==> src/design/hpc_pkg.sv <==
// Shared constants, config register codes and types for the Bayer hot-pixel corrector.
// No dependencies; compiled first.
package hpc_pkg;

  localparam int MAX_WIDTH_DEF  = 8192;
  localparam int PIXEL_BITS     = 16;
  localparam int MAX_HEIGHT     = 8192;
  localparam int ROW_W          = $clog2(MAX_HEIGHT);
  localparam int HV_W           = $clog2(MAX_HEIGHT + 1);
  localparam int ROW_SLOTS      = 5;
  localparam int SLOT_W         = 3;
  localparam int STR_W          = 10;
  localparam int MID_W          = PIXEL_BITS + STR_W;
  localparam int DIM_SHIFT      = 9;
  localparam int GEOM_W         = 14;
  localparam int CFG_IDX_W      = 3;
  localparam int CFG_DATA_W     = 16;
  localparam int OUT_FIFO_DEPTH = 4;

  typedef enum logic [CFG_IDX_W-1:0] {
    CFG_FRAME_WIDTH  = 3'd0,
    CFG_FRAME_HEIGHT = 3'd1,
    CFG_STRENGTH     = 3'd2,
    CFG_THRESHOLD    = 3'd3,
    CFG_PERMISSIVE   = 3'd4
  } cfg_idx_t;

  localparam logic [GEOM_W-1:0]     RST_FRAME_WIDTH  = GEOM_W'(8192);
  localparam logic [GEOM_W-1:0]     RST_FRAME_HEIGHT = GEOM_W'(8192);
  localparam logic [STR_W-1:0]      RST_STRENGTH     = STR_W'(64);
  localparam logic [PIXEL_BITS-1:0] RST_THRESHOLD    = PIXEL_BITS'(3277);

  typedef logic [ROW_SLOTS-1:0][PIXEL_BITS-1:0] hpc_lanes_t;

  typedef struct packed {
    logic [SLOT_W-1:0] ctr_slot;
    logic [SLOT_W-1:0] up_slot;
    logic [SLOT_W-1:0] dn_slot;
    logic              interior;
    logic              last;
  } hpc_tap_t;

  typedef struct packed {
    logic [PIXEL_BITS-1:0] pixel;
    logic                  was_fixed;
    logic                  frame_last;
  } hpc_result_t;

endpackage

==> src/design/hpc_judge.sv <==
// Hot-pixel decision pipeline: lane select and multiply, then neighbor compare,
// vote count and brightest-dimmer pick. Depends on hpc_pkg.
module hpc_judge (
  input  logic                            clk,
  input  logic                            rst_n,
  input  logic                            rd_en,
  input  hpc_pkg::hpc_tap_t               tap_in,
  input  hpc_pkg::hpc_lanes_t             rdata_a,
  input  hpc_pkg::hpc_lanes_t             rdata_b,
  input  logic [hpc_pkg::STR_W-1:0]       strength,
  input  logic [hpc_pkg::PIXEL_BITS-1:0]  threshold,
  input  logic                            permissive,
  output logic                            push,
  output hpc_pkg::hpc_result_t            result,
  output logic [1:0]                      inflight
);
  import hpc_pkg::*;

  localparam logic [2:0] NEED_STRICT = 3'd4;
  localparam logic [2:0] NEED_LOOSE  = 3'd3;

  logic                       s1_v_r, s2_v_r;
  hpc_tap_t                   tap_r;
  logic [PIXEL_BITS-1:0]      ctr, up_px, dn_px, rt_px;
  logic [PIXEL_BITS-1:0]      left_d1_r, left_d2_r, ctr2_r;
  logic [3:0][PIXEL_BITS-1:0] nb_r;
  logic [MID_W-1:0]           mid_r;
  logic                       hot_r, last_r;
  logic [3:0]                 dim;
  logic [3:0][PIXEL_BITS-1:0] cand;
  logic [PIXEL_BITS-1:0]      m01, m23, best;
  logic [2:0]                 cnt;
  logic                       fix;

  always_ff @(posedge clk) begin
    if (!rst_n) begin
      s1_v_r <= 1'b0;
      s2_v_r <= 1'b0;
    end else begin
      s1_v_r <= rd_en;
      s2_v_r <= s1_v_r;
    end
  end

  assign ctr   = rdata_a[tap_r.ctr_slot];
  assign up_px = rdata_a[tap_r.up_slot];
  assign dn_px = rdata_a[tap_r.dn_slot];
  assign rt_px = rdata_b[tap_r.ctr_slot];

  always_ff @(posedge clk) begin
    if (rd_en) begin
      tap_r <= tap_in;
    end
    if (s1_v_r) begin
      left_d1_r <= ctr;
      left_d2_r <= left_d1_r;
      ctr2_r    <= ctr;
      nb_r      <= {dn_px, rt_px, up_px, left_d2_r};
      mid_r     <= MID_W'(ctr) * MID_W'(strength);
      hot_r     <= tap_r.interior && (ctr > threshold);
      last_r    <= tap_r.last;
    end
  end

  always_comb begin
    cnt = '0;
    for (int k = 0; k < 4; k++) begin
      dim[k]  = mid_r > MID_W'({nb_r[k], {DIM_SHIFT{1'b0}}});
      cand[k] = dim[k] ? nb_r[k] : '0;
      cnt     = cnt + 3'(dim[k]);
    end
    m01  = (cand[0] > cand[1]) ? cand[0] : cand[1];
    m23  = (cand[2] > cand[3]) ? cand[2] : cand[3];
    best = (m01 > m23) ? m01 : m23;
    fix  = hot_r && (cnt >= (permissive ? NEED_LOOSE : NEED_STRICT));
  end

  assign push              = s2_v_r;
  assign result.pixel      = fix ? best : ctr2_r;
  assign result.was_fixed  = fix;
  assign result.frame_last = last_r;
  assign inflight          = {1'b0, s1_v_r} + {1'b0, s2_v_r};

  a_fix_dimmer: assert property (@(posedge clk) disable iff (!rst_n)
    s2_v_r && fix |-> mid_r > MID_W'({best, {DIM_SHIFT{1'b0}}}))
    else $error("replacement is not a dimmer neighbor");

endmodule

==> config.mk <==
export PLATFORM = sky130hd
export DESIGN_NAME = hpc_judge
export DESIGN_NICKNAME = d
export VERILOG_FILES = /design/src/design/hpc_pkg.sv /design/src/design/hpc_judge.sv
export SDC_FILE = /design/constraint.sdc
export NUM_CORES = 1
export LEC_CHECK = 0
export BUFFER_PORTS_ARGS = -buffer_cell sky130_fd_sc_hd__buf_4
export CAP_MARGIN = 0
export CORE_MARGIN = 2
export CORE_UTILIZATION = 60
export CTS_CLUSTER_DIAMETER = 60
export CTS_CLUSTER_SIZE = 30
export DETAILED_ROUTE_END_ITERATION = 10
export GPL_TIMING_DRIVEN = 0
export PLACE_DENSITY_LB_ADDON = 0.12
export SKIP_LAST_GASP = 1
export SYNTH_ARGS = -nofsm -noshare
export SYNTH_HDL_FRONTEND = slang
export SYNTH_SLANG_ARGS = --single-unit
==> constraint.sdc <==
create_clock -name clk -period 20.7 [get_ports clk]
set_input_delay 4.14 -clock clk [delete_from_list [all_inputs] [get_ports clk]]
set_output_delay 4.14 -clock clk [all_outputs]
set_load 0.005 [all_outputs]
==> metrics <==
cell family with most CP delay compound AO/OA/AOI/OAI gates; Worst R2R Start tap_r[8]; Max Cap Violations 0; WL/cell 21.0 um; ys flop type edfxtp_1; first-pass GRT wire length 74500 um; Mapped Nets 2204; GRT Total Usage 0.347; worst slew pin tran 0.899 ns; area growth from synthesis to layout 16.7%; Reg power frac 0.228; beginning of the worst hold path left_d2_r[7]; DP Wirelength 39000 um; crit path launch mid_r[15]; Slowest-stage cell, CP edfxtp_1; Clock Latency Late Sink 0.43 ns; Core Rows 59; PortBufs 221; initial core utilization 0.614; Sinks on Clock Net 137; setup violators final 0; clock buffer depth 2; vias in the first global route 13723; Int Pwr 1.04 mW; Ports 222; clock period minus worst slack 10.99 ns; worst path arrival time 6.85 ns; Final GP Congestion 1.00; hold buffer count at CTS 0; CTS tree yes; Worst-path clk slew 0.06 ns; Net Sw Frac 0.440; Fin. Hold Viols 0; die footprint 0.0281 mm^2; top-count cell post-synth inv_1; pin count of the biggest net entering global routing 73; Worst Hold Slack 0.411 ns; power share of the combinational group 0.612; CP bufs+invs 7; height of the die 167 um; failing checks design-rule violations; sequential area share after synthesis 0.255; Leak 9.31 nW; setup skew after layout 0.0206 ns; Std-Cell Core Area 0.0261 mm^2; DR iter-0 viols 1357; critical path required time 16.56 ns; Slew Limit Fails 0; largest area contributor in the netlist edfxtp_1; Slew headroom 0.401; Vias 13652; FMAX 91.0 MHz; Post-CTS Resized 0; Synth async-reset ratio 0; Congestion Overflow GR 0; Cell variety after synth 60; number of antenna diodes 0; initial antenna violation count 0; crit-path max FO 10; H-tree lvl count 4; Psw 0.816 mW; register bit count reported by yosys 137; Hold Path Class flop to flop; Post-CTS Setup Bufs 0; Worst setup SP type flop; commonest cells in the netlist inv_1 (245), ha_1 (195), nand2_1 (171), edfxtp_1 (135), mux2i_1 (122); power share of the clock group 0.160; Syn Area/Cell 9.45 um^2; Yosys warnings 0; DRC 5; Final Cycle Share 0.531; final core occ 0.716; CTS Buf Count 17; Crit Path Class flop to output pin; critical path capture point type output pin; number of enable flip-flop cells after synthesis 135; CP peak stage delay 0.53 ns; unrepaired setup endpoints after global routing no; die width 167 um; run status finished with violations; nets@finish 2445; Synth Cell Area 0.0160 mm^2; most frequent CP cell a21oi_1; final WL 47900 um; pwr dens 99.1 mW/mm^2; gate count after technology mapping 1697; Routed Antenna Nets 0; setup TNS 0 ns; drt via density 5.97; Root Buffer clkbuf_16; top-area cell type share of the netlist area 0.253; layout cells sized above 1 0.174; Max VDD drop 0.0701 mV; drt pass-1 iters 9; top post-synthesis cells by area edfxtp_1 (25%), ha_1 (15%), fa_1 (14%)
## worst reg2reg max path, delay by kind of cell (launching register included)
kind	cells	cell delay, ns
buffers and inverters	6	1.77
AOI/OAI and AO/OA	7	1.92
adders and majority gates	6	2.88
DFF	1	0.32
and+or+nand+nor	5	0.77
## cells in the final DEF (no fill, tap or decap), types with 8 or more instances in the layout
cell type  synthesis  final
nand4_1           27     27
clkbuf_16          0     17
o21ai_0           22     22
a21oi_1          117    117
nand2_2            8      8
o21a_1            11     11
a211oi_1           8      8
buf_2             13     13
nand3_1           16     16
nand2b_1          10     10
mux2_2            21     21
o22ai_1           62     62
inv_1            245    245
nand2_1          171    171
mux2_4             9      9
a21o_1            48     48
and2_1            77     77
mux2i_1          122    122
o221ai_2          11     11
xnor2_1           16     16
buf_1             12     12
edfxtp_1         135    135
buf_4              5    226
fa_1             111    111
nor2b_1           15     15
ha_1             195    195
clkbuf_1          53     53
nor2_1            86     86
## power groups by stage
stage	Clock, mW	Combinational, mW	Sequential, mW
6_report	0.297	1.14	0.422
5_1_grt	0.313	1.27	0.423
3_5_place_dp	0	1.11	0.425
4_1_cts	0.300	1.13	0.420
3_3_place_gp	0	1.07	0.429
2_1_floorplan	0	0.834	0.401
## flip-flops by register name, indices dropped and copies added, names as in the netlist
name and cells:
s1_v_r 1, tap_r 11, last_r 1, hot_r 1, nb_r 64, push 1, ctr2_r 16, left_d2_r 16
mid_r 26
## worst paths after layout
kind	end	slack (ns)	cells after the start
worst max-delay path	result[9]	9.71	32
worst min-delay path	nb_r[7]	0.41	0
worst max register to register	mid_r[22]	12.90	24
worst min register to register	nb_r[7]	0.41	0
## layer usage
metal | up-vias | share of wire | global-route usage
met5 | - | 0 | 0
met1 | 6574 | 0.41 | 0.456
li1 | 6327 | - | -
met2 | 616 | 0.47 | 0.571
met3 | 135 | 0.079 | 0.0619
met4 | 0 | 0.046 | 0.144
## per-stage QoR
| stage | setup slack, ns | power (mW) | cell area (um^2) | instances |
|---|---|---|---|---|
| 2_1_floorplan | 10.68 | 1.24 | 16000 | 1697 |
| 3_3_place_gp | 9.99 | 1.50 | 18100 | 2253 |
| 3_5_place_dp | 9.98 | 1.54 | 18100 | 2254 |
| 4_1_cts | 9.74 | 1.85 | 18700 | 2286 |
| 5_1_grt | 9.10 | 2.01 | 18700 | 2286 |
| 6_report | 9.71 | 1.85 | 18700 | 2286 |
## logic make-up (layout without fill, tap and decap cells)
| logic type | after synthesis | count (layout) | share of synthesized area |
|---|---|---|---|
| AND/OR/NAND/NOR | 429 | 429 | 0.126 |
| adder cells (fa/ha/maj) | 306 | 306 | 0.291 |
| flip-flops | 137 | 137 | 0.255 |
| buffers and inverters | 330 | 584 | 0.0804 |
| XOR/XNOR | 20 | 20 | 0.0109 |
| AO/OA/AOI/OAI | 318 | 318 | 0.131 |
| multiplexers | 157 | 157 | 0.105 |
## cell type report
class	count	area, um^2
timing repair buffer	222	1690
fill	2028	7420
tap	335	419
sequential	137	4100
clock inverter	15	140
inverter	245	920
clock buffer	17	425
multi-input combinational	1230	10700
buffer	85	369
No activity file was read; power rests on OpenSTA's default activity.
