`src/design/hpc_pkg.sv`:
```
// Shared constants, config register codes and types for the Bayer hot-pixel corrector.
// No dependencies; compiled first.
package hpc_pkg;

  localparam int MAX_WIDTH_DEF  = 8192;
  localparam int PIXEL_BITS     = 16;
  localparam int MAX_HEIGHT     = 8192;
  localparam int ROW_W          = $clog2(MAX_HEIGHT);
  localparam int HV_W           = $clog2(MAX_HEIGHT + 1);
  localparam int ROW_SLOTS      = 5;
  localparam int SLOT_W         = 3;
  localparam int STR_W          = 10;
  localparam int MID_W          = PIXEL_BITS + STR_W;
  localparam int DIM_SHIFT      = 9;
  localparam int GEOM_W         = 14;
  localparam int CFG_IDX_W      = 3;
  localparam int CFG_DATA_W     = 16;
  localparam int OUT_FIFO_DEPTH = 4;

  typedef enum logic [CFG_IDX_W-1:0] {
    CFG_FRAME_WIDTH  = 3'd0,
    CFG_FRAME_HEIGHT = 3'd1,
    CFG_STRENGTH     = 3'd2,
    CFG_THRESHOLD    = 3'd3,
    CFG_PERMISSIVE   = 3'd4
  } cfg_idx_t;

  localparam logic [GEOM_W-1:0]     RST_FRAME_WIDTH  = GEOM_W'(8192);
  localparam logic [GEOM_W-1:0]     RST_FRAME_HEIGHT = GEOM_W'(8192);
  localparam logic [STR_W-1:0]      RST_STRENGTH     = STR_W'(64);
  localparam logic [PIXEL_BITS-1:0] RST_THRESHOLD    = PIXEL_BITS'(3277);

  typedef logic [ROW_SLOTS-1:0][PIXEL_BITS-1:0] hpc_lanes_t;

  typedef struct packed {
    logic [SLOT_W-1:0] ctr_slot;
    logic [SLOT_W-1:0] up_slot;
    logic [SLOT_W-1:0] dn_slot;
    logic              interior;
    logic              last;
  } hpc_tap_t;

  typedef struct packed {
    logic [PIXEL_BITS-1:0] pixel;
    logic                  was_fixed;
    logic                  frame_last;
  } hpc_result_t;

endpackage

```
`src/design/hpc_ifs.sv`:
```


interface hpc_out_if;
  import hpc_pkg::*;
  logic                  valid;
  logic                  ready;
  logic [PIXEL_BITS-1:0] pixel_out;
  logic                  was_fixed;
  logic                  frame_last;
  modport source (output valid, pixel_out, was_fixed, frame_last, input ready);
  modport sink   (input valid, pixel_out, was_fixed, frame_last, output ready);
endinterface


```
`src/design/hpc_out_fifo.sv`:
```
// Small result queue that decouples the decision pipeline from the output channel.
// Depends on hpc_pkg and hpc_ifs.
module hpc_out_fifo (
  input  logic                                    clk,
  input  logic                                    rst_n,
  input  logic                                    push,
  input  hpc_pkg::hpc_result_t                    din,
  output logic [$clog2(hpc_pkg::OUT_FIFO_DEPTH+1)-1:0] count,
  hpc_out_if.source                               out_chan
);
  import hpc_pkg::*;

  localparam int PTR_W = $clog2(OUT_FIFO_DEPTH);
  localparam int CNT_W = $clog2(OUT_FIFO_DEPTH + 1);

  hpc_result_t      entry_r [OUT_FIFO_DEPTH];
  logic [PTR_W-1:0] wr_ptr_r, rd_ptr_r;
  logic [CNT_W-1:0] cnt_r;
  logic             pop;

  assign pop = out_chan.valid && out_chan.ready;

  always_ff @(posedge clk) begin
    if (!rst_n) begin
      wr_ptr_r <= '0;
      rd_ptr_r <= '0;
      cnt_r    <= '0;
    end else begin
      if (push) begin
        wr_ptr_r <= (wr_ptr_r == PTR_W'(OUT_FIFO_DEPTH - 1)) ? '0 : wr_ptr_r + PTR_W'(1);
      end
      if (pop) begin
        rd_ptr_r <= (rd_ptr_r == PTR_W'(OUT_FIFO_DEPTH - 1)) ? '0 : rd_ptr_r + PTR_W'(1);
      end
      cnt_r <= cnt_r + CNT_W'(push) - CNT_W'(pop);
    end
  end

  always_ff @(posedge clk) begin
    if (push) begin
      entry_r[wr_ptr_r] <= din;
    end
  end

  assign count               = cnt_r;
  assign out_chan.valid      = (cnt_r != '0);
  assign out_chan.pixel_out  = entry_r[rd_ptr_r].pixel;
  assign out_chan.was_fixed  = entry_r[rd_ptr_r].was_fixed;
  assign out_chan.frame_last = entry_r[rd_ptr_r].frame_last;

  a_no_overflow: assert property (@(posedge clk) disable iff (!rst_n)
    push && !pop |-> cnt_r < CNT_W'(OUT_FIFO_DEPTH))
    else $error("result queue overflow");

endmodule

```
`src/flat_wrapper.sv`:
```
// flat-port wrapper written by rule: the top's interface ports become plain ports
module hpc_out_fifo_flat import hpc_pkg::*;
  (clk, rst_n, push, din, count, out_chan_valid, out_chan_pixel_out, out_chan_was_fixed, out_chan_frame_last, out_chan_ready);
  hpc_out_if out_chan_i ();
  input  logic clk;
  input  logic rst_n;
  input  logic push;
  input  hpc_pkg::hpc_result_t din;
  output logic [$clog2(hpc_pkg::OUT_FIFO_DEPTH+1)-1:0] count;
  output wire logic [$bits(out_chan_i.valid)-1:0] out_chan_valid;
  output wire logic [$bits(out_chan_i.pixel_out)-1:0] out_chan_pixel_out;
  output wire logic [$bits(out_chan_i.was_fixed)-1:0] out_chan_was_fixed;
  output wire logic [$bits(out_chan_i.frame_last)-1:0] out_chan_frame_last;
  input wire logic [$bits(out_chan_i.ready)-1:0] out_chan_ready;
  assign out_chan_valid = out_chan_i.valid;
  assign out_chan_pixel_out = out_chan_i.pixel_out;
  assign out_chan_was_fixed = out_chan_i.was_fixed;
  assign out_chan_frame_last = out_chan_i.frame_last;
  assign out_chan_i.ready = out_chan_ready;
  hpc_out_fifo u_core (.clk(clk), .rst_n(rst_n), .push(push), .din(din), .count(count), .out_chan(out_chan_i));
endmodule
```
`config.mk`:
```
export PLATFORM = sky130hd
export DESIGN_NAME = hpc_out_fifo_flat
export DESIGN_NICKNAME = d
export VERILOG_FILES = /design/src/design/hpc_pkg.sv /design/src/design/hpc_ifs.sv /design/src/design/hpc_out_fifo.sv /design/src/flat_wrapper.sv
export SDC_FILE = /design/constraint.sdc
export NUM_CORES = 1
export LEC_CHECK = 0
export BUFFER_PORTS_ARGS = -buffer_cell sky130_fd_sc_hd__buf_2
export CAP_MARGIN = 20
export CELL_PAD_IN_SITES_DETAIL_PLACEMENT = 1
export CELL_PAD_IN_SITES_GLOBAL_PLACEMENT = 1
export CORE_ASPECT_RATIO = 1.2
export CORE_MARGIN = 2
export CORE_UTILIZATION = 31
export DETAILED_ROUTE_END_ITERATION = 12
export PLACE_DENSITY = 0.52
export SKIP_LAST_GASP = 1
export SLEW_MARGIN = 20
export SYNTH_ARGS = -nofsm -noshare
export SYNTH_HDL_FRONTEND = slang
export SYNTH_SLANG_ARGS = --single-unit
```
`constraint.sdc`:
```
create_clock -name clk -period 1.9 [get_ports clk]
set_clock_uncertainty 0.05 [all_clocks]
set_input_delay 0.095 -clock clk [delete_from_list [all_inputs] [get_ports clk]]
set_output_delay 0.095 -clock clk [all_outputs]
set_load 0.02 [all_outputs]
```
==> reports/metrics.cfg <==
[outcome]
status=complete, but fails checks
violations=setup timing

[synth]
ys_ff_latch=81
yosys_warnings=0
syn_inst=137
syn_nets=167
ys_seq_area_frac=0.7545
avgSynthCellArea_um2=22.66
syn_area_um2=3104
synth_cell_type_count=20

[route]
wl_mm=5.960
ant_nets=0
drc=0
wl_per_cell_um=17.18
first_pass_iters=3
vias_per_cell=4.398
route.vias.total=1526
drtIter0Drc=100

[die]
fp.dieW_um=95.35
die_h_um=113.6
core_area_um2=9859
die_area_um2=10830
start_util=0.3148
placementRows=40
pin_count=44

[pwr]
cellLeakagePower_nw=1.438
p_seq_frac=0.446
vdd_drop_max_uv=501.8
switching_share=0.2678
p_switching_mw=1.275
power_mw=4.759
comb_power_share=0.239
power_density_nw_per_um2=1194
intPower_mw=3.485
power_frac_clock=0.315

[final_layout]
postLayoutCellArea_um2=3986
area_growth_pct=28.42
nets=246
antennaDiodeCount=0
layout-drive-gt1-share=0.3846
post-route-util=0.4043
fillers=962

[timing]
finalCritPeriodShare=1.009
hold_slack_ps=32.45
rsz0062_at_grt=true
setup_violations=1
final_max_slew_viol_count=0
max_freq_mhz=521.7
maxSlewHeadroom=0.3750
fin_setup_tns_ps=-16.95
hold_viol=0
worstMarginPinSlew_ps=937.5
setup_slack_ps=-16.95
finalCriticalPeriod_ps=1917

[global_route]
grt_pass1_vias=1763
grt-ovfl-total=0
grt_max_degree=19
antenna_found_initial=0
grt_pass1_wl_mm=9.356
grtUsageTotal=0.1222

[place]
dp_hpwl_mm=4.088
place_congestion=0.6627
port_buffers=43
dpl_cell_area_um2=3525

[clocking]
numCtsBuffers=9
root_buffer=clkbuf_16
ctsLongestPathBuffers=2
clkSlewWorstSetupHoldPaths_ps=60
tritoncts=built
clock_sinks=81
clk_latency_ps=320
h-tree-depth=3

[worst_setup_path]
cp-end-kind=register
required_ps=2100
crit_path_start_kind=register
cp_max_fo=2
crit_type=reg2reg
arrival_ps=2120

[worst_hold_path]
hold_path.class=in2reg

[job]
drv_cap=0

-- synthesized netlist by cell type --
library cell  number  area (µm²)
mux4_2            10       225.2
o21a_1             1       7.510
nor2b_1            4       25.02
or3b_2             1       8.760
and2_1             5       31.28
buf_6              1       11.26
fa_1               1       20.02
dfxtp_1            9       180.2
buf_2              2       10.01
buf_12             1       20.02
mux4_1             8       210.2
edfxtp_1          72        2162
inv_1              5       18.77
or3_1              1       6.260
mux2i_1            3       30.03
o31a_1             1       8.760
nand2_1            3       11.26
nor3b_1            1       7.510
ha_1               7       87.58
xnor3_1            1       22.52
-- sequential cells by signal, indices dropped and copies added, names as in the netlist, named ones only --
register         flops
u_core.count         3
u_core.wr_ptr_r      2
u_core.entry_r      72
u_core.rd_ptr_r      2
-- timing repair --
| action | in CTS | in global routing |
|---|---|---|
| hold buffers | 18 | 0 |
| pin swaps | 2 | 0 |
| gates resized for setup | 2 | 0 |
| endpoints found under the setup margin | 2 | 2 |
| hold endpoints to repair | 72 | 0 |
| setup buffers | 2 | 0 |
-- cell usage in the layout (no fill, tap or decap), types with 4 or more instances in the layout --
master / instances
and2_1: 5
buf_2: 43
buf_4: 10
clkbuf_16: 9
dfxtp_1: 6
dlygate4sd3_1: 18
edfxtp_1: 72
ha_1: 6
inv_1: 4
mux4_1: 8
mux4_2: 10
nor2b_1: 4
-- through the flow --
stage | cells | worst slack [ps]
after floorplan | 137 | -8.858
after global placement | 311 | 55.61
after detailed placement | 311 | -69.39
after CTS | 347 | -38.52
after global routing | 347 | -114.6
final | 347 | -16.95
-- cell families (layout without fill, tap and decap cells) --
group           Yosys count  in the layout  synth area share
fa+ha+maj                 8              8           0.03466
mux                      21             21            0.1499
simple gates             15             15           0.02902
flops                    81             81            0.7545
buf+inv                   9             93           0.01935
compound gates            2              2          0.005241
xor+xnor                  1              1          0.007255
-- per-layer routing --
metal	routed length (µm)	global-route usage	part of all wire
met5	0	0	0
met3	257	0.03765	0.043
met1	2330	0.1331	0.39
met4	61	0.04348	0.010
met2	3311	0.2207	0.56
-- layout make-up --
type	count	area, µm²	share of cell area
inverters	5	18.77	0.004708
flip-flops and latches	81	2349	0.5891
repair buffers	72	490.5	0.1230
clock buffers	10	229.0	0.05744
multi-input cells	47	706.9	0.1773
clock inverters	6	35.03	0.008788
well taps	126	157.7	0.03955
-- final timing paths --
| kind | start | to | slack, ps | cells past startpoint |
|---|---|---|---|---|
| min | rst_n | u_core.wr_ptr_r[0] | 30 | 2 |
| max reg2reg | u_core.count[0] | u_core.count[2] | -20 | 8 |
| min reg2reg | u_core.rd_ptr_r[1] | u_core.rd_ptr_r[1] | 460 | 2 |
| max | u_core.count[0] | u_core.count[2] | -20 | 8 |
-- power by group through the flow --
stage                     Clock, mW  Combinational [mW]  Sequential, mW
after global routing           1.62                1.24            2.13
after floorplan                   0               0.742            2.18
after global placement            0                1.05            2.15
after detailed placement          0                1.10            2.17
final                          1.50                1.14            2.12
after CTS                      1.55                1.17            2.12
-- critical path: stages, from the launching register on --
cell     delay (ps)
dfxtp_2         320
o31a_1          310
ha_1            270
inv_1            60
ha_2            170
inv_2            40
fa_2            320
xnor3_1         170
nor2b_1         130
No activity file was read; power rests on OpenSTA's default activity.
