File: src/design/hpc_pkg.sv
// Shared constants, config register codes and types for the Bayer hot-pixel corrector.
// No dependencies; compiled first.
package hpc_pkg;

  localparam int MAX_WIDTH_DEF  = 8192;
  localparam int PIXEL_BITS     = 16;
  localparam int MAX_HEIGHT     = 8192;
  localparam int ROW_W          = $clog2(MAX_HEIGHT);
  localparam int HV_W           = $clog2(MAX_HEIGHT + 1);
  localparam int ROW_SLOTS      = 5;
  localparam int SLOT_W         = 3;
  localparam int STR_W          = 10;
  localparam int MID_W          = PIXEL_BITS + STR_W;
  localparam int DIM_SHIFT      = 9;
  localparam int GEOM_W         = 14;
  localparam int CFG_IDX_W      = 3;
  localparam int CFG_DATA_W     = 16;
  localparam int OUT_FIFO_DEPTH = 4;

  typedef enum logic [CFG_IDX_W-1:0] {
    CFG_FRAME_WIDTH  = 3'd0,
    CFG_FRAME_HEIGHT = 3'd1,
    CFG_STRENGTH     = 3'd2,
    CFG_THRESHOLD    = 3'd3,
    CFG_PERMISSIVE   = 3'd4
  } cfg_idx_t;

  localparam logic [GEOM_W-1:0]     RST_FRAME_WIDTH  = GEOM_W'(8192);
  localparam logic [GEOM_W-1:0]     RST_FRAME_HEIGHT = GEOM_W'(8192);
  localparam logic [STR_W-1:0]      RST_STRENGTH     = STR_W'(64);
  localparam logic [PIXEL_BITS-1:0] RST_THRESHOLD    = PIXEL_BITS'(3277);

  typedef logic [ROW_SLOTS-1:0][PIXEL_BITS-1:0] hpc_lanes_t;

  typedef struct packed {
    logic [SLOT_W-1:0] ctr_slot;
    logic [SLOT_W-1:0] up_slot;
    logic [SLOT_W-1:0] dn_slot;
    logic              interior;
    logic              last;
  } hpc_tap_t;

  typedef struct packed {
    logic [PIXEL_BITS-1:0] pixel;
    logic                  was_fixed;
    logic                  frame_last;
  } hpc_result_t;

endpackage

File: src/design/hpc_ctrl.sv
// Raster position tracking: write column/slot for input, read column/slots for output,
// input-to-output lag and frame completion. Depends on hpc_pkg.
module hpc_ctrl #(
  parameter int MAX_WIDTH = hpc_pkg::MAX_WIDTH_DEF
) (
  input  logic                            clk,
  input  logic                            rst_n,
  input  logic                            restart,
  input  logic [$clog2(MAX_WIDTH+1)-1:0]  w_eff,
  input  logic [hpc_pkg::HV_W-1:0]        h_eff,
  input  logic                            accept,
  input  logic                            flush,
  input  logic [hpc_pkg::PIXEL_BITS-1:0]  pixel,
  output logic                            wr_en,
  output logic [$clog2(MAX_WIDTH)-1:0]    wr_col,
  output logic [hpc_pkg::SLOT_W-1:0]      wr_slot,
  output logic [hpc_pkg::PIXEL_BITS-1:0]  wr_data,
  output logic                            rd_en,
  output logic [$clog2(MAX_WIDTH)-1:0]    rd_col_a,
  output logic [$clog2(MAX_WIDTH)-1:0]    rd_col_b,
  output hpc_pkg::hpc_tap_t               tap
);
  import hpc_pkg::*;

  localparam int COL_W = $clog2(MAX_WIDTH);
  localparam int WV_W  = $clog2(MAX_WIDTH + 1);
  localparam int CW2   = WV_W + 1;
  localparam int LAG_W = $clog2(2 * MAX_WIDTH + 4);
  localparam logic [SLOT_W:0] NSLOTS = (SLOT_W+1)'(ROW_SLOTS);

  logic [COL_W-1:0]  in_col_r, in_col_nxt, out_col_r, out_col_nxt;
  logic [ROW_W-1:0]  in_row_r, in_row_nxt, out_row_r, out_row_nxt;
  logic [SLOT_W-1:0] in_slot_r, in_slot_nxt, out_slot_r, out_slot_nxt;
  logic              done_r, done_nxt;
  logic [LAG_W-1:0]  lag_r, lag_nxt, lag_inc, lag_lim;
  logic [WV_W-1:0]   w_last;
  logic [HV_W-1:0]   h_last;
  logic              wr, in_wrap, out_wrap, done_now, emit, last;
  logic              row_ok, col_ok;

  function automatic logic [SLOT_W-1:0] slot_add(input logic [SLOT_W-1:0] s,
                                                 input logic [SLOT_W-1:0] k);
    logic [SLOT_W:0] sum;
    sum = {1'b0, s} + {1'b0, k};
    if (sum >= NSLOTS) begin
      sum = sum - NSLOTS;
    end
    return sum[SLOT_W-1:0];
  endfunction

  assign w_last   = w_eff - WV_W'(1);
  assign h_last   = h_eff - HV_W'(1);
  assign lag_lim  = LAG_W'({w_eff, 1'b0}) + LAG_W'(3);
  assign wr       = accept && !flush && !done_r;
  assign in_wrap  = (WV_W'(in_col_r) == w_last);
  assign out_wrap = (WV_W'(out_col_r) == w_last);
  assign done_now = done_r || (wr && in_wrap && (HV_W'(in_row_r) == h_last));
  assign lag_inc  = lag_r + LAG_W'(wr);
  assign emit     = accept && (done_now ? (lag_inc != '0) : (lag_inc >= lag_lim));
  assign last     = done_now && (lag_inc == LAG_W'(1));

  always_comb begin
    in_col_nxt   = in_col_r;
    in_row_nxt   = in_row_r;
    in_slot_nxt  = in_slot_r;
    out_col_nxt  = out_col_r;
    out_row_nxt  = out_row_r;
    out_slot_nxt = out_slot_r;
    done_nxt     = done_now;
    lag_nxt      = lag_inc - LAG_W'(emit);
    if (wr) begin
      if (in_wrap) begin
        in_col_nxt  = '0;
        in_row_nxt  = in_row_r + ROW_W'(1);
        in_slot_nxt = slot_add(in_slot_r, SLOT_W'(1));
      end else begin
        in_col_nxt = in_col_r + COL_W'(1);
      end
    end
    if (emit) begin
      if (out_wrap) begin
        out_col_nxt  = '0;
        out_row_nxt  = out_row_r + ROW_W'(1);
        out_slot_nxt = slot_add(out_slot_r, SLOT_W'(1));
      end else begin
        out_col_nxt = out_col_r + COL_W'(1);
      end
    end
    if (restart || (emit && last)) begin
      in_col_nxt   = '0;
      in_row_nxt   = '0;
      in_slot_nxt  = '0;
      out_col_nxt  = '0;
      out_row_nxt  = '0;
      out_slot_nxt = '0;
      done_nxt     = 1'b0;
      lag_nxt      = '0;
    end
  end

  always_ff @(posedge clk) begin
    if (!rst_n) begin
      in_col_r   <= '0;
      in_row_r   <= '0;
      in_slot_r  <= '0;
      out_col_r  <= '0;
      out_row_r  <= '0;
      out_slot_r <= '0;
      done_r     <= 1'b0;
      lag_r      <= '0;
    end else begin
      in_col_r   <= in_col_nxt;
      in_row_r   <= in_row_nxt;
      in_slot_r  <= in_slot_nxt;
      out_col_r  <= out_col_nxt;
      out_row_r  <= out_row_nxt;
      out_slot_r <= out_slot_nxt;
      done_r     <= done_nxt;
      lag_r      <= lag_nxt;
    end
  end

  assign row_ok = (out_row_r >= ROW_W'(2)) && ((HV_W'(out_row_r) + HV_W'(2)) < h_eff);
  assign col_ok = (out_col_r >= COL_W'(2)) && ((CW2'(out_col_r) + CW2'(2)) < CW2'(w_eff));

  assign wr_en    = wr;
  assign wr_col   = in_col_r;
  assign wr_slot  = in_slot_r;
  assign wr_data  = pixel;
  assign rd_en    = emit;
  assign rd_col_a = out_col_r;
  assign rd_col_b = (row_ok && col_ok) ? (out_col_r + COL_W'(2)) : out_col_r;

  always_comb begin
    tap.ctr_slot = out_slot_r;
    tap.up_slot  = slot_add(out_slot_r, SLOT_W'(3));
    tap.dn_slot  = slot_add(out_slot_r, SLOT_W'(2));
    tap.interior = row_ok && col_ok;
    tap.last     = last;
  end

  a_lag_bound: assert property (@(posedge clk) disable iff (!rst_n)
    !done_r |-> lag_r < lag_lim)
    else $error("output lag exceeds two rows plus three");

  a_frame_wrap: assert property (@(posedge clk) disable iff (!rst_n)
    emit && last |=> (lag_r == '0) && !done_r && (out_col_r == '0) && (in_col_r == '0))
    else $error("frame position not cleared after final pixel");

endmodule

File: config.mk
export PLATFORM = sky130hd
export DESIGN_NAME = hpc_ctrl
export DESIGN_NICKNAME = d
export VERILOG_FILES = /design/src/design/hpc_pkg.sv /design/src/design/hpc_ctrl.sv
export SDC_FILE = /design/constraint.sdc
export NUM_CORES = 1
export LEC_CHECK = 0
export ABC_AREA = 1
export BUFFER_PORTS_ARGS = -buffer_cell sky130_fd_sc_hd__buf_2
export CAP_MARGIN = 25
export CORE_MARGIN = 5
export CORE_UTILIZATION = 45
export DETAILED_ROUTE_END_ITERATION = 16
export PLACE_DENSITY = 0.66
export SLEW_MARGIN = 20
export SYNTH_ARGS = -nofsm -noshare
export SYNTH_HDL_FRONTEND = slang
export SYNTH_SLANG_ARGS = --single-unit
File: constraint.sdc
create_clock -name clk -period 7.8 [get_ports clk]
set_clock_uncertainty 0.15 [all_clocks]
set_input_delay 0.39 -clock clk [delete_from_list [all_inputs] [get_ports clk]]
set_output_delay 0.39 -clock clk [all_outputs]
set_load 0.05 [all_outputs]
==> metrics.cfg, run 1 <==
[drt]
drtAntennaViolNets=0
drc=0
wl_per_cell_um=14.3
avgViaCountPerCell=5.13
drt_iter0_drc=524
vias=7945
finalWirelength_um=22200
first_pass_iters=5

[clock_network]
clkSinkCount=74
cts_setup_buffers=0
clk_pin_slew_ps=60
cts_resized=0
clk_latency_ps=350
cts_buffer_depth=2
cts.hold.buffers_added=0
cts-buffers-inserted=9
cts_tree=yes
h-tree-depth=3
cts_root_buf=clkbuf_16

[grt]
grt_pass1_vias=7198
antenna_found_initial=0
grt_max_degree=60
grt_pass1_wl_um=35600
grt_overflow=0
grt.total_usage_pct=21.8

[timing]
drv_slew=0
setup_viol=0
slew_headroom_pct=39.0
tns_ps=0
worst_pin_slew_ps=912
fin_crit_ps=5280
hold_viol=0
period_share_pct=67.7
max_clock_freq_mhz=189
setup_ws_ps=2520
whs_ps=317
rsz0062_at_grt=no

[synth]
yosysWarnings=0
synth_top_family_by_area=simple AND/OR/NAND/NOR gates
synth_compound_area_share_pct=8.69
synth_ff_type=dfxtp_1
syn-cell-area_um2=7850
synthTopCellsByArea=dfxtp_1 (19%), nand2_1 (16%), ha_1 (11%)
ys_ff_latch=74
synth_mux_area_share_pct=0.128
yosys.area_share.adder_pct=11.1
synth_simple_gate_area_share_pct=38.0
ys_types=46
synthCells=1263
synth_edf_count=0
avgSynthCellArea_um2=6.22
synth_largest_area_cell=dfxtp_1
synth-xor-area-share_pct=11.1
synthArstFlopShare_pct=0
synth.top_cell.area_share_pct=18.9
synth.yosys.seq_area_share_pct=18.9
synth_nets=1381

[power_and_ir_drop]
p_per_area_nw_per_um2=113
cellLeakagePower_nw=3.95
finalPower_mw=0.971
vdd_drop_max_v=0.000109

[final_layout]
fin_util_pct=50.2
layout_common_cells=nand2_1 (342), inv_1 (174), nor2_1 (141)
area_growth_pct=9.77
finalNetCount=1438
antenna_cells=0
design_area_um2=8620
fin_cells=1549
final_common_cell=nand2_1
drive_gt1_share_pct=9.89

[place]
dp_hpwl_um=18200
port_buffers=87
postPlaceCellArea_um2=8280
gp_congestion=0.941
placed_cells=1534
pre_cts_ws_ps=2360

[die]
dieArea_um2=20200
die_h_um=142
dieWidth_um=142
start_util_pct=45.7
core-area_um2=17200
num_rows=48
io_pins=120

[setup_path]
endpoint_kind=flop
worstPathMaxFanout=18
worst-setup-path-type=flop to flop
crit_required_ps=7860
timing.rr.start=done_r
cp-startpoint=done_r
slowest_stage=nor2_4
crit_path_frequent_cell=nor2_1
critical-path-max-stage-delay_ps=350
ff2ff_setup_slack_ps=2520
r2r_cells=30
critPathArrivalTime_ps=5340
startpoint_type=flop

[run]
drv_cap=0

[hold_path]
worstHoldPathCells=2
hold_path.class=flop to flop
min_from=out_row_r[12]

[outcome]
run_status=complete, no violations

==> cell type report <==
type,count,area (um^2)
repair buffers,88,443
multi-input cells,972,5410
clock buffers,9,225
clock inverters,6,115
flip-flops and latches,74,1480
inverters,175,657
well taps,225,282
fillers,1816,8560
==> worst max-delay path: cells and delay by family, from the launching register on <==
kind / cells / cell delay (ps)
buffers and inverters: 3 / 560
AOI/OAI and AO/OA: 3 / 330
and+or+nand+nor: 17 / 2080
adders and majority gates: 5 / 1310
DFF: 1 / 320
xor gates and xnor gates: 2 / 380
==> flip-flops by register name, summed over array words and instances, names as in the netlist <==
name / cells
lag_r: 15
wr_col: 13
out_row_r: 13
done_r: 1
rd_col_a: 13
in_row_r: 13
wr_slot: 3
out_slot_r: 3
==> cells in the mapped netlist, drive strengths merged, types with 2 or more instances <==
cell       n
o2111ai    2
nor3      47
o21ai     38
xnor2      8
buf       30
dfxtp     74
nand2    345
a211oi     2
nand4     19
a21oi     69
nor2     150
ha        68
clkbuf    12
xor2      89
or2        3
or3        2
nand3     91
nand3b     4
a41oi      2
nor4      16
inv      174
o31ai      3
==> power breakdown <==
part | internal [mW] | leakage [nW] | switching, mW
Clock | 0.312 | 0.162 | 0.174
Combinational | 0.0335 | 3.19 | 0.0721
Sequential | 0.378 | 0.596 | 0.000447
==> layer usage <==
metal,vias up,wire length (um),share of wire (%),track usage [%]
met4,0,354,1.6,5.66
met1,3583,10100,45,28.5
li1,4161,-,-,-
met2,179,10500,47,36.7
met5,-,0,0,0
met3,22,1310,5.9,4.40
==> cells by family after synthesis <==
family | count (synthesis)
DFF | 74
muxes | 1
buffers and inverters | 217
xor gates and xnor gates | 98
adders and majority gates | 69
AOI/OAI and AO/OA | 124
and+or+nand+nor | 680
==> final timing paths <==
kind | endpoint
worst min-delay path | out_row_r[12]
worst max-delay path | lag_r[12]
worst max register to register | lag_r[12]
worst min register to register | out_row_r[12]
Note: power is estimated with default switching activity, not from simulation.
==> run 2, diff against run 1 <==
==> constraint.sdc (replaced) <==
create_clock -name clk -period 5.1 [get_ports clk]
set_clock_uncertainty 0.15 [all_clocks]
set_input_delay 0.255 -clock clk [delete_from_list [all_inputs] [get_ports clk]]
set_output_delay 0.255 -clock clk [all_outputs]
set_load 0.05 [all_outputs]
==> metrics.cfg, run 2 (synthesis gave the netlist of run 1 again) <==
[run]
drv_cap=0  ; unchanged

[clock_network]
clk_latency_ps=360  ; was 350 ps
h-tree-depth=3  ; unchanged
cts_root_buf=clkbuf_16  ; unchanged
clk_pin_slew_ps=70  ; was 60 ps
cts_buffer_depth=2  ; unchanged
cts_tree=yes  ; unchanged
cts-buffers-inserted=9  ; unchanged
clkSinkCount=74  ; unchanged

[setup_path]
worst-setup-path-type=flop to flop  ; unchanged
critical-path-max-stage-delay_ps=320  ; was 350 ps
cp.buffers_inverters=3  ; unchanged
worstPathMaxFanout=6  ; was 18
critPathArrivalTime_ps=4890  ; was 5340 ps
cp.depth=30  ; unchanged
endpoint_kind=flop  ; unchanged
slowest_stage=dfxtp_1  ; was nor2_4
cp-startpoint=done_r  ; unchanged
r2r_cells=30  ; unchanged
crit_required_ps=5200  ; was 7860 ps
crit_path_frequent_cell=nor2_1  ; unchanged
timing.rr.start=done_r  ; unchanged
startpoint_type=flop  ; unchanged
cp_top_family=simple AND/OR/NAND/NOR gates  ; unchanged

[die]
die_h_um=142  ; unchanged
num_rows=48  ; unchanged
io_pins=120  ; unchanged
dieArea_um2=20200  ; unchanged
start_util_pct=45.7  ; unchanged
dieWidth_um=142  ; unchanged
core-area_um2=17200  ; unchanged

[final_layout]
antenna_cells=0  ; unchanged
area_growth_pct=10.1  ; was 9.77%
layout_common_cells=nand2_1 (342), inv_1 (174), nor2_1 (141)  ; unchanged
fin_cells=1560  ; was 1549
largest_reg_flops=15  ; unchanged
largest_register=lag_r  ; unchanged
drive_gt1_share_pct=10.6  ; was 9.89%
final_common_cell=nand2_1  ; unchanged
regArea_um2=1480  ; unchanged
fin_util_pct=50.3  ; was 50.2%
multi_input_area_um2=5410  ; unchanged
finalNetCount=1448  ; was 1438
final.fill_count=1808  ; was 1816

[grt]
grt_overflow=0  ; unchanged
grt_pass1_vias=7295  ; was 7198
antenna_found_initial=0  ; unchanged
grt_pass1_wl_um=36300  ; was 35600 um
grt_max_degree=53  ; was 60
grt.total_usage_pct=22.0  ; was 21.8%

[place]
placed_cells=1543  ; was 1534
gp_congestion=0.952  ; was 0.941
port_buffers=87  ; unchanged
dp_hpwl_um=18200  ; about the same

[timing]
fin_crit_ps=4790  ; was 5280 ps
max_clock_freq_mhz=209  ; was 189 MHz
setup_viol=0  ; unchanged
worst_pin_slew_ps=664  ; was 912 ps
hold_viol=0  ; unchanged
period_share_pct=93.9  ; was 67.7%
drv_slew=0  ; unchanged
slew_headroom_pct=55.6  ; was 39.0%

[power_and_ir_drop]
vdd_drop_max_v=0.000170  ; was 0.000109 V
p_per_area_nw_per_um2=160  ; was 113 nW/um^2
cellLeakagePower_nw=3.98  ; was 3.95 nW

[hold_path]
hold_path.class=input pin to flop  ; was flop to flop
worstHoldPathCells=6  ; was 2
min_from=restart  ; was out_row_r[12]

[drt]
first_pass_iters=7  ; was 5
avgViaCountPerCell=5.17  ; was 5.13
drtAntennaViolNets=0  ; unchanged
vias=8065  ; was 7945
wl_per_cell_um=14.3  ; about the same
drt_iter0_drc=595  ; was 524
drc=0  ; unchanged
finalWirelength_um=22400  ; was 22200 um

[outcome]
run_status=complete, no violations  ; unchanged

run 2: cell type report:
type	count	area share, %
Inverter	175	7.60
Tap cell	225	3.26
Clock inverter	7	0.753
Sequential cell	74	17.1
Clock buffer	9	2.61
Timing Repair Buffer	98	5.99
Multi-Input combinational cell	972	62.6
run 2: metal layers:
metal / up-vias / GRT usage, % / part of all wire [%]
met5: - / 0 / 0
met4: 0 / 6.77 / 2.2
met3: 35 / 4.84 / 6.2
met2: 200 / 36.5 / 47
met1: 3658 / 28.5 / 45
li1: 4172 / - / -
run 2: path summary, 6_finish.rpt:
kind | end | slack, ps
max | lag_r[12] | 310
min | wr_col[10] | 220
max reg2reg | lag_r[12] | 310
min reg2reg | out_row_r[12] | 320
run 2: worst register-to-register path, delay by kind of cell, from the launching register on:
family / cells / cell delay [ps]
AO/OA/AOI/OAI: 3 / 320
AND/OR/NAND/NOR: 17 / 2120
adder cells (fa/ha/maj): 5 / 1050
flip-flops: 1 / 320
buffers and inverters: 3 / 290
XOR/XNOR: 2 / 430
run 2: stage by stage:
step                      power, mW  setup TNS, ps  instance area (um^2)  setup slack [ps]  hold slack, ps
after floorplan               0.737              0                  7850              86.7             287
after global placement        0.753              0                  8340               255             300
after detailed placement      0.755              0                  8340               131             307
after CTS                      1.41              0                  8630               106             224
after global routing           1.45          -7.50                  8640             -7.50             270
final                          1.39              0                  8640               311             224
run 2: what timing repair did:
| action | CTS | global route |
|---|---|---|
| endpoints found under the setup margin | 0 | 4 |
| setup buffers | 0 | 1 |
| hold buffers | 0 | 0 |
| gates resized for setup | 0 | 0 |
run 2: power by group:
part / switching [mW] / internal [mW] / leakage, nW
logic: 0.112 / 0.0529 / 3.24
clock network: 0.300 / 0.344 / 0.141
registers: 0.000634 / 0.578 / 0.596
total: 0.412 / 0.975 / 3.98
==> run 3, diff against run 2 <==
--- a/config.mk
+++ b/config.mk
@@ -9,9 +9,9 @@
 export BUFFER_PORTS_ARGS = -buffer_cell sky130_fd_sc_hd__buf_2
 export CAP_MARGIN = 25
 export CORE_MARGIN = 5
-export CORE_UTILIZATION = 45
+export CORE_UTILIZATION = 59
 export DETAILED_ROUTE_END_ITERATION = 16
-export PLACE_DENSITY = 0.66
+export PLACE_DENSITY = 0.82
 export SLEW_MARGIN = 20
 export SYNTH_ARGS = -nofsm -noshare
 export SYNTH_HDL_FRONTEND = slang
==> metrics.cfg, run 3 (synthesis gave the netlist of run 1 again) <==
[setup_path]
endpoint_kind=flop  ; unchanged
crit_path_frequent_cell=nor2_1  ; unchanged
slowest_stage=dfxtp_1  ; unchanged
cp_top_family=simple AND/OR/NAND/NOR gates  ; unchanged
cp.buffers_inverters=3  ; unchanged
worstPathMaxFanout=6  ; unchanged
critical-path-max-stage-delay_ps=310  ; was 320 ps
critPathArrivalTime_ps=4650  ; was 4890 ps
crit_required_ps=5180  ; was 5200 ps
worst-setup-path-type=flop to flop  ; unchanged
startpoint_type=flop  ; unchanged

[timing]
worst_pin_slew_ps=626  ; was 664 ps
fin_crit_ps=4570  ; was 4790 ps
hold_viol=0  ; unchanged
rsz0062_at_grt=no
whs_ps=198  ; was 224 ps
setup_viol=0  ; unchanged
drv_slew=0  ; unchanged
slew_headroom_pct=58.0  ; was 55.6%
setup_ws_ps=531  ; was 311 ps
max_clock_freq_mhz=219  ; was 209 MHz
tns_ps=0  ; unchanged
period_share_pct=89.6  ; was 93.9%

[final_layout]
largest_register=lag_r  ; unchanged
drive_gt1_share_pct=10.3  ; was 10.6%
layout_common_cells=nand2_1 (342), inv_1 (174), nor2_1 (141)  ; unchanged
largest_reg_flops=15  ; unchanged
final_common_cell=nand2_1  ; unchanged
final.fill_count=1261  ; was 1808
fin_util_pct=65.3  ; was 50.3%
area_growth_pct=9.28  ; was 10.1%
design_area_um2=8580  ; was 8640 um^2
antenna_cells=0  ; unchanged
finalNetCount=1444  ; was 1448
fin_cells=1506  ; was 1560

[clock_network]
cts-buffers-inserted=9  ; unchanged
clk_latency_ps=340  ; was 360 ps
cts_resized=0  ; unchanged
cts_setup_buffers=0  ; unchanged
cts_root_buf=clkbuf_16  ; unchanged
clkSinkCount=74  ; unchanged
clk_pin_slew_ps=60  ; was 70 ps
cts.hold.buffers_added=0  ; unchanged
h-tree-depth=3  ; unchanged
cts_tree=yes  ; unchanged
cts_buffer_depth=2  ; unchanged

[place]
pre_cts_ws_ps=489  ; was 131 ps
port_buffers=87  ; unchanged
gp_congestion=1.02  ; was 0.952
placed_cells=1491  ; was 1543
postPlaceCellArea_um2=8260  ; was 8340 um^2
dp_hpwl_um=17100  ; was 18200 um

[grt]
grt_max_degree=55  ; was 53
grt.total_usage_pct=26.4  ; was 22.0%
antenna_found_initial=0  ; unchanged
grt_pass1_vias=7347  ; was 7295
grt_pass1_wl_um=34800  ; was 36300 um
grt_overflow=0  ; unchanged

[die]
die_h_um=125  ; was 142 um
io_pins=120  ; unchanged
dieWidth_um=125  ; was 142 um
num_rows=42  ; was 48
start_util_pct=59.8  ; was 45.7%
core-area_um2=13100  ; was 17200 um^2
dieArea_um2=15700  ; was 20200 um^2

[drt]
drtAntennaViolNets=0  ; unchanged
wl_per_cell_um=14.1  ; was 14.3 um
drc=0  ; unchanged
drt_iter0_drc=584  ; was 595
finalWirelength_um=21200  ; was 22400 um
vias=8101  ; was 8065
avgViaCountPerCell=5.38  ; was 5.17
first_pass_iters=6  ; was 7

[power_and_ir_drop]
intPower_mw=1.06  ; was 0.975 mW
p_comb_share_pct=11.5  ; was 11.9%
seq_power_share_pct=40.5  ; was 41.7%
p_sw_share_pct=26.0  ; was 29.7%
vdd_drop_max_v=0.000162  ; was 0.000170 V
finalPower_mw=1.43  ; was 1.39 mW
p_per_area_nw_per_um2=167  ; was 160 nW/um^2
cellLeakagePower_nw=3.97  ; was 3.98 nW
switchingPower_mw=0.371  ; was 0.412 mW
p_clk_share_pct=47.9  ; was 46.4%

[outcome]
run_status=complete, no violations  ; unchanged

[run]
drv_cap=0  ; unchanged

[hold_path]
hold_path.class=input pin to flop  ; unchanged

## run 3: cell count changes in the layout (fill, tap and decap cells not counted), sizes merged
| cell | delta |
|---|---|
| clkinv | +2 |
| buf | -4 |
| bufinv | +2 |
| inv | -6 |
| clkinvlp | +1 |
## run 3: worst paths after layout
path | from | to | slack [ps] | cells after the start
setup / recovery | done_r | lag_r[12] | 530 | 30
hold / removal | restart | wr_col[10] | 200 | 6
setup reg to reg | done_r | lag_r[12] | 530 | 30
hold reg to reg | out_row_r[12] | out_row_r[12] | 320 | 2
## run 3: layout make-up
cell class | count | area (um^2) | share of cell area (%)
multi-input cells | 972 | 5410 | 63.1
flip-flops and latches | 74 | 1480 | 17.3
inverters | 175 | 657 | 7.66
repair buffers | 94 | 488 | 5.69
clock buffers | 9 | 225 | 2.63
well taps | 176 | 220 | 2.57
clock inverters | 6 | 92.6 | 1.08
## run 3: power groups by stage
stage | sequential, mW | clock [mW] | combinational, mW
floorplan | 0.593 | 0 | 0.144
global placement | 0.592 | 0 | 0.160
detailed placement | 0.592 | 0 | 0.161
CTS | 0.579 | 0.695 | 0.163
global route | 0.579 | 0.723 | 0.185
finish | 0.579 | 0.686 | 0.165
## run 3: routing by layer
layer	share of wire [%]	vias up	GRT usage (%)
met3	5.8	41	4.14
met5	0	-	0
met4	3.0	0	10.8
met1	46	3677	35.6
met2	45	225	42.4
li1	-	4158	-
## run 3: worst min-delay path: stages
cell	delay [ps]
buf_2	70
nor2_1	60
inv_1	70
nor2_1	90
nand2_1	70
nor2_1	40
